## config.mk

```make
export PLATFORM = sky130hd
export DESIGN_NAME = oaht_ctrl
export DESIGN_NICKNAME = d
export VERILOG_FILES = /design/src/rtl/core/oaht_pkg.sv /design/src/rtl/core/oaht_ctrl.sv
export SDC_FILE = /design/constraint.sdc
export NUM_CORES = 1
export LEC_CHECK = 0
export BUFFER_PORTS_ARGS = -buffer_cell sky130_fd_sc_hd__buf_2
export CORE_ASPECT_RATIO = 0.6
export CORE_MARGIN = 3
export CORE_UTILIZATION = 50
export CTS_CLUSTER_DIAMETER = 150
export DETAILED_ROUTE_END_ITERATION = 12
export PLACE_DENSITY = 0.87
export SLEW_MARGIN = 20
export SYNTH_ARGS = -nofsm -noshare
export SYNTH_HDL_FRONTEND = slang
export SYNTH_SLANG_ARGS = --single-unit
```

## constraint.sdc

```tcl
create_clock -name clk_i -period 4.62 [get_ports clk_i]
set_input_delay 0.924 -clock clk_i [delete_from_list [all_inputs] [get_ports clk_i]]
set_output_delay 0.924 -clock clk_i [all_outputs]
set_load 0.02 [all_outputs]
```

## src/rtl/core/oaht_pkg.sv

```systemverilog
// ----------------------------------------------------------------------------
// oaht_pkg
// Shared types and constants of the open-addressed hash table.
// ----------------------------------------------------------------------------
package oaht_pkg;

  localparam int unsigned BUCKET_COUNT = 256;
  localparam int unsigned IDX_W        = $clog2(BUCKET_COUNT);
  localparam int unsigned CNT_W        = IDX_W + 1;
  localparam int unsigned KEY_BITS     = 32;
  localparam int unsigned VALUE_BITS   = 32;

  localparam logic [CNT_W-1:0] FILL_LIMIT_RESET = CNT_W'(128);

  typedef enum logic [1:0] {
    MODE_FIND   = 2'd0,
    MODE_INSERT = 2'd1,
    MODE_ERASE  = 2'd2,
    MODE_COUNT  = 2'd3
  } mode_e;

  typedef enum logic [1:0] {
    STATUS_DONE    = 2'd0,
    STATUS_ABSENT  = 2'd1,
    STATUS_PRESENT = 2'd2,
    STATUS_FULL    = 2'd3
  } status_e;

  typedef enum logic [1:0] {
    MARK_EMPTY = 2'd0,
    MARK_LIVE  = 2'd1,
    MARK_TOMB  = 2'd2
  } mark_e;

  typedef enum logic [1:0] {
    ST_IDLE,
    ST_WALK,
    ST_FINISH
  } state_e;

  typedef enum logic [0:0] {
    REG_FILL_LIMIT = 1'b0
  } reg_idx_e;

  typedef struct packed {
    mode_e                 mode;
    logic [KEY_BITS-1:0]   key;
    logic [31:0]           key_hash;
    logic [VALUE_BITS-1:0] value_in;
  } req_t;

  typedef struct packed {
    status_e               status;
    logic [VALUE_BITS-1:0] value_out;
    logic [CNT_W-1:0]      probes;
    logic [IDX_W-1:0]      bucket;
  } res_t;

  typedef struct packed {
    mark_e                 mark;
    logic [KEY_BITS-1:0]   key;
    logic [VALUE_BITS-1:0] value;
  } entry_t;

  typedef struct packed {
    logic             rd_en;
    logic [IDX_W-1:0] rd_addr;
    logic             wr_en;
    logic [IDX_W-1:0] wr_addr;
    entry_t           wr_entry;
  } mem_req_t;

endpackage

```

## src/rtl/core/oaht_ctrl.sv

```systemverilog
// ----------------------------------------------------------------------------
// oaht_ctrl
// Probe walk sequencer: issues one bucket read per cycle along the triangular
// sequence, evaluates the returned bucket, then commits the result.
// ----------------------------------------------------------------------------
module oaht_ctrl (
  input  logic                        clk_i,
  input  logic                        rst_ni,
  input  logic [oaht_pkg::CNT_W-1:0]  fill_limit_i,
  input  logic                        req_valid_i,
  output logic                        req_ready_o,
  input  oaht_pkg::req_t              req_i,
  output logic                        res_valid_o,
  input  logic                        res_ready_i,
  output oaht_pkg::res_t              res_o,
  output oaht_pkg::mem_req_t          mem_req_o,
  input  oaht_pkg::entry_t            rd_entry_i
);
  import oaht_pkg::*;

  state_e                state_q, state_d;
  req_t                  item_q;
  logic                  full_q;
  logic [IDX_W-1:0]      chk_pos_q, chk_pos_d;
  logic [IDX_W-1:0]      chk_n_q, chk_n_d;
  logic [IDX_W-1:0]      nxt_pos_q, nxt_pos_d;
  logic                  slot_vld_q, slot_vld_d;
  logic [IDX_W-1:0]      slot_q, slot_d;
  logic                  slot_tomb_q, slot_tomb_d;
  logic                  found_vld_q, found_vld_d;
  logic [IDX_W-1:0]      found_q, found_d;
  logic [VALUE_BITS-1:0] found_val_q, found_val_d;
  logic [CNT_W-1:0]      count_q, count_d;
  logic [CNT_W-1:0]      occ_q, occ_d;
  logic [CNT_W-1:0]      tomb_q, tomb_d;

  logic accept;
  logic full_now;
  logic hit, empty, tomb, last, walk_end;
  logic fire;

  assign accept   = req_valid_i && req_ready_o;
  assign full_now = (req_i.mode == MODE_INSERT) && ((occ_q - tomb_q) >= fill_limit_i);
  assign fire     = res_valid_o && res_ready_i;

  assign empty    = rd_entry_i.mark == MARK_EMPTY;
  assign tomb     = rd_entry_i.mark == MARK_TOMB;
  assign hit      = (rd_entry_i.mark == MARK_LIVE) && (rd_entry_i.key == item_q.key);
  assign last     = chk_n_q == IDX_W'(BUCKET_COUNT - 1);
  assign walk_end = hit || empty || last;

  // Next state
  always_comb begin
    state_d = state_q;
    case (state_q)
      ST_IDLE: begin
        if (accept) begin
          state_d = full_now ? ST_FINISH : ST_WALK;
        end
      end
      ST_WALK: begin
        if (walk_end) begin
          state_d = ST_FINISH;
        end
      end
      ST_FINISH: begin
        if (res_ready_i) begin
          state_d = ST_IDLE;
        end
      end
      default: state_d = ST_IDLE;
    endcase
  end

  // Walk bookkeeping. The read for the next bucket is issued while the
  // current one is checked; the data of a read past the end of the walk is ignored.
  always_comb begin
    chk_pos_d   = chk_pos_q;
    chk_n_d     = chk_n_q;
    nxt_pos_d   = nxt_pos_q;
    slot_vld_d  = slot_vld_q;
    slot_d      = slot_q;
    slot_tomb_d = slot_tomb_q;
    found_vld_d = found_vld_q;
    found_d     = found_q;
    found_val_d = found_val_q;
    count_d     = count_q;
    case (state_q)
      ST_IDLE: begin
        chk_pos_d   = req_i.key_hash[IDX_W-1:0];
        chk_n_d     = '0;
        nxt_pos_d   = req_i.key_hash[IDX_W-1:0] + IDX_W'(1);
        slot_vld_d  = 1'b0;
        found_vld_d = 1'b0;
      end
      ST_WALK: begin
        chk_pos_d = nxt_pos_q;
        chk_n_d   = chk_n_q + IDX_W'(1);
        nxt_pos_d = nxt_pos_q + chk_n_q + IDX_W'(2);
        if (!slot_vld_q && (empty || tomb)) begin
          slot_vld_d  = 1'b1;
          slot_d      = chk_pos_q;
          slot_tomb_d = tomb;
        end
        if (hit) begin
          found_vld_d = 1'b1;
          found_d     = chk_pos_q;
          found_val_d = rd_entry_i.value;
          count_d     = {1'b0, chk_n_q} + CNT_W'(1);
        end
      end
      default: ;
    endcase
  end

  // Outputs: handshakes, memory access, result and counter updates.
  always_comb begin
    req_ready_o        = state_q == ST_IDLE;
    res_valid_o        = state_q == ST_FINISH;
    mem_req_o          = '0;
    mem_req_o.rd_en    = (state_q == ST_WALK) || accept;
    mem_req_o.rd_addr  = (state_q == ST_WALK) ? nxt_pos_q : req_i.key_hash[IDX_W-1:0];
    res_o              = '0;
    res_o.status       = STATUS_ABSENT;
    occ_d              = occ_q;
    tomb_d             = tomb_q;
    if (state_q == ST_FINISH) begin
      if (full_q) begin
        res_o.status = STATUS_FULL;
      end else begin
        case (item_q.mode)
          MODE_FIND: begin
            if (found_vld_q) begin
              res_o.status    = STATUS_DONE;
              res_o.value_out = found_val_q;
              res_o.bucket    = found_q;
            end
          end
          MODE_INSERT: begin
            if (found_vld_q) begin
              res_o.status = STATUS_PRESENT;
              res_o.bucket = found_q;
            end else if (!slot_vld_q) begin
              res_o.status = STATUS_FULL;
            end else begin
              res_o.status             = STATUS_DONE;
              res_o.bucket             = slot_q;
              mem_req_o.wr_en          = fire;
              mem_req_o.wr_addr        = slot_q;
              mem_req_o.wr_entry.mark  = MARK_LIVE;
              mem_req_o.wr_entry.key   = item_q.key;
              mem_req_o.wr_entry.value = item_q.value_in;
              if (fire) begin
                if (slot_tomb_q) begin
                  tomb_d = tomb_q - CNT_W'(1);
                end else begin
                  occ_d = occ_q + CNT_W'(1);
                end
              end
            end
          end
          MODE_ERASE: begin
            if (found_vld_q) begin
              res_o.status             = STATUS_DONE;
              res_o.bucket             = found_q;
              mem_req_o.wr_en          = fire;
              mem_req_o.wr_addr        = found_q;
              mem_req_o.wr_entry.mark  = MARK_TOMB;
              mem_req_o.wr_entry.key   = item_q.key;
              mem_req_o.wr_entry.value = found_val_q;
              if (fire) begin
                tomb_d = tomb_q + CNT_W'(1);
              end
            end
          end
          MODE_COUNT: begin
            if (found_vld_q) begin
              res_o.status = STATUS_DONE;
              res_o.probes = count_q;
              res_o.bucket = found_q;
            end
          end
          default: ;
        endcase
      end
    end
  end

  always_ff @(posedge clk_i) begin
    if (accept) begin
      item_q <= req_i;
      full_q <= full_now;
    end
    chk_pos_q   <= chk_pos_d;
    chk_n_q     <= chk_n_d;
    nxt_pos_q   <= nxt_pos_d;
    slot_q      <= slot_d;
    slot_tomb_q <= slot_tomb_d;
    found_q     <= found_d;
    found_val_q <= found_val_d;
    count_q     <= count_d;
  end

  always_ff @(posedge clk_i or negedge rst_ni) begin
    if (!rst_ni) begin
      state_q     <= ST_IDLE;
      slot_vld_q  <= 1'b0;
      found_vld_q <= 1'b0;
      occ_q       <= '0;
      tomb_q      <= '0;
    end else begin
      state_q     <= state_d;
      slot_vld_q  <= slot_vld_d;
      found_vld_q <= found_vld_d;
      occ_q       <= occ_d;
      tomb_q      <= tomb_d;
    end
  end

endmodule

```

==> impl_metrics.py <==
metrics = {
    "synth": {
        "synth_warnings": 0,
        "synth_cell_types": 52,
        "synth_top_area_share_pct": 52.2,
        "ys.flop_type": "edfxtp_1",
        "synth_compound_area_share_pct": 8.50,
        "synthXorXnorAreaFrac_pct": 7.66,
        "async_reset_ff_share_pct": 12.9,
        "muxShareOfSynthArea_pct": 0.131,
        "synth_top_area_cell": "edfxtp_1",
        "synthTopCellsByArea": "edfxtp_1 52%, dfrtp_1 6.4%, ha_1 6.4%",
        "synth.ff_latch_count": 171,
        "synth-edff-count": 149,
        "syn_nets": 928,
        "synth_top_family_by_area": "simple AND/OR/NAND/NOR gates",
        "synthCells": 704,
        "syn_avg_cell_area_um2": 12.2,
        "seq_area_frac_synth_pct": 58.6,
        "synthesis.area_um2": 8580,
        "synth-adder-area-share_pct": 7.12,
        "yosys.area_share.simple_pct": 14.9,
    },
    "sta": {
        "fin_crit_sh_pct": 78.7,
        "final_hold_viol_count": 0,
        "setup_tns_ps": 0,
        "slew_headroom_pct": 36.3,
        "finalMaxSlewViolations": 0,
        "rsz0062_at_grt": "no",
        "timing.hold.ws_ps": 457,
        "period_needed_ps": 3640,
        "max_freq_ghz": 0.275,
        "setup_viol": 0,
        "fin_skew_ps": 13.3,
        "tightest_slew_ps": 953,
    },
    "clock_network": {
        "holdBufCountCts": 0,
        "cts_buffers": 17,
        "cts_tree": "done",
        "cts_resized": 0,
        "cts_root_buf": "clkbuf_16",
        "h-tree-depth": 4,
        "clock_sinks": 171,
        "clk_pin_slew_worst_paths_ps": 70,
        "clock_path_buffers": 2,
        "post-cts-setup-buffers": 0,
        "clock_latency_ps": 420,
    },
    "placement": {
        "numPortBuffers": 289,
        "place_hpwl_um": 17600,
        "postPlaceCellArea_um2": 10200,
        "gp_congestion": 0.921,
    },
    "power": {
        "p_leak_nw": 4.97,
        "power_density_nw_per_um2": 513,
        "ir_worst_vdd_v": 0.000309,
    },
    "final_layout": {
        "nets": 1219,
        "fill_cells": 1269,
        "mostFrequentLayoutCell": "buf_2",
        "final_cell_mix": "289 x buf_2, 149 x edfxtp_1, 80 x and2_1, 75 x nand2_1, 52 x xnor2_1",
        "synthToLayoutAreaGrowth_pct": 27.0,
        "drive_gt1_share_pct": 33.6,
        "stdcell_area_um2": 10900,
    },
    "drt": {
        "ant_nets": 0,
        "vias": 6507,
        "viasPerCell": 5.26,
        "drc": 0,
        "wl_per_cell_um": 18.7,
        "drt-total-wl_um": 23100,
        "drt_iter0_drc": 544,
        "drt_first_pass_iters": 5,
    },
    "floorplan": {
        "fp.coreArea_um2": 16500,
        "fp.dieW_um": 175,
        "num_rows": 36,
        "start_util_pct": 51.9,
        "dieArea_um2": 18800,
        "ios": 314,
        "dieHeight_um": 107,
    },
    "setup_path": {
        "worstReg2RegEnd": "state_q[1]",
        "critical_path_class": "reg2reg",
        "end_kind": "register",
        "rrSetupSlack_ps": 980,
        "crit_required_ps": 4910,
        "start_kind": "register",
        "reg2reg_depth": 15,
        "worstPathArrival_ps": 3930,
        "r2r_start": "tomb_q[0]",
        "worstSetupStartpoint": "tomb_q[0]",
        "cp_max_fo": 4,
    },
    "global_route": {
        "grt_max_degree": 42,
        "grt_pass1_vias": 6271,
        "gr-total-overflow": 0,
        "antenna_found_initial": 4,
        "grt_pass1_wl_um": 34900,
        "grt_use_total_pct": 24.4,
    },
    "min_path": {
        "min_path_type": "reg2reg",
        "whs_endpoint": "found_q[7]",
        "whs_path_depth": 0,
        "hold_start": "chk_pos_q[7]",
    },
    "job": {
        "cap_violations": 0,
    },
    "run_status": {
        "status": "complete, no violations",
    },
}
cell usage after synthesis, types with 2 or more instances:
cell,n
buf_2,10
nor2_1,27
a211oi_1,2
nor2b_1,4
and3_1,10
o21ai_0,19
inv_1,40
buf_4,4
nor4_1,2
o21bai_1,3
o41ai_1,2
dfrtp_1,22
or3_1,2
xnor2_1,52
nand4_1,9
nand3_1,13
nand2b_4,2
a22o_1,32
a31oi_1,2
and2_1,80
a21o_1,4
o21a_1,2
xor2_1,23
ha_1,44
nand2_1,75
a21oi_1,28
fa_1,3
o311a_1,2
nor3_1,6
clkbuf_1,9
edfxtp_1,149
o21ai_1,2
critical path: stages (launching register included):
cell,delay (ps)
dfrtp_1,450
ha_1,240
fa_1,420
nor2b_1,120
o21ai_0,110
a21boi_1,210
o21a_1,170
nor2_1,60
xnor2_1,120
ha_1,290
a21oi_1,160
nor2b_1,60
o31a_1,240
o311a_1,400
and2_0,180
o311a_1,280
worst max-delay path by stage:
stage                 end  cells past startpoint
6_report       state_q[1]                     15
5_1_grt        state_q[1]                     16
4_1_cts        state_q[1]                     15
3_5_place_dp   state_q[1]                     15
3_3_place_gp   state_q[1]                     15
2_1_floorplan  count_q[0]                      5
where the power goes:
group	internal [mW]	leakage, nW	switching (mW)
registers	2.10	1.68	0.211
clock network	0.923	0.310	0.634
logic	0.691	2.98	1.03
sequential cells by signal, indices dropped and copies added, names as in the netlist, 9 cells and up:
| name | count |
|---|---|
| item_q | 66 |
| found_val_q | 32 |
| count_q | 9 |
| occ_q | 9 |
| tomb_q | 9 |
kinds of logic (layout without fill, tap and decap cells):
| group | Yosys count | after routing |
|---|---|---|
| and+or+nand+nor | 240 | 240 |
| DFF | 171 | 171 |
| AOI/OAI and AO/OA | 106 | 106 |
| xor gates and xnor gates | 75 | 75 |
| muxes | 1 | 1 |
| other | 0 | 2 |
| buffers and inverters | 64 | 368 |
| adders and majority gates | 47 | 47 |
through the flow:
stage                     setup slack [ps]  cells  util, %  total power, mW
final                                  982   1238     65.9             5.59
after global routing                   697   1238     65.9             5.94
after CTS                              991   1236     65.8             5.62
after global placement                1070   1204     62.0             3.97
after detailed placement              1030   1204     62.0             4.05
after floorplan                        496    704        -             3.52
layout make-up:
class                      instances  area [um2]  area share (%)
antenna                            2        5.00          0.0460
clock buffer                      18         429            3.94
clock inverter                    14         208            1.91
inverter                          41         154            1.41
multi-input combinational        469        3290            30.2
sequential                       171        5020            46.1
tap                              228         285            2.62
timing repair buffer             295        1490            13.7
routing by layer:
layer  routed length, um  part of all wire (%)  vias to the layer above  GRT usage, %
li1                    -                     -                     3070             -
met1                9760                    42                     3150          31.4
met2               11200                    49                      238          41.3
met3                1560                   6.7                       45          5.78
met4                 557                   2.4                        4          7.96
met5                  23                 0.099                        -             0
Power figures use the tool's default switching activity.
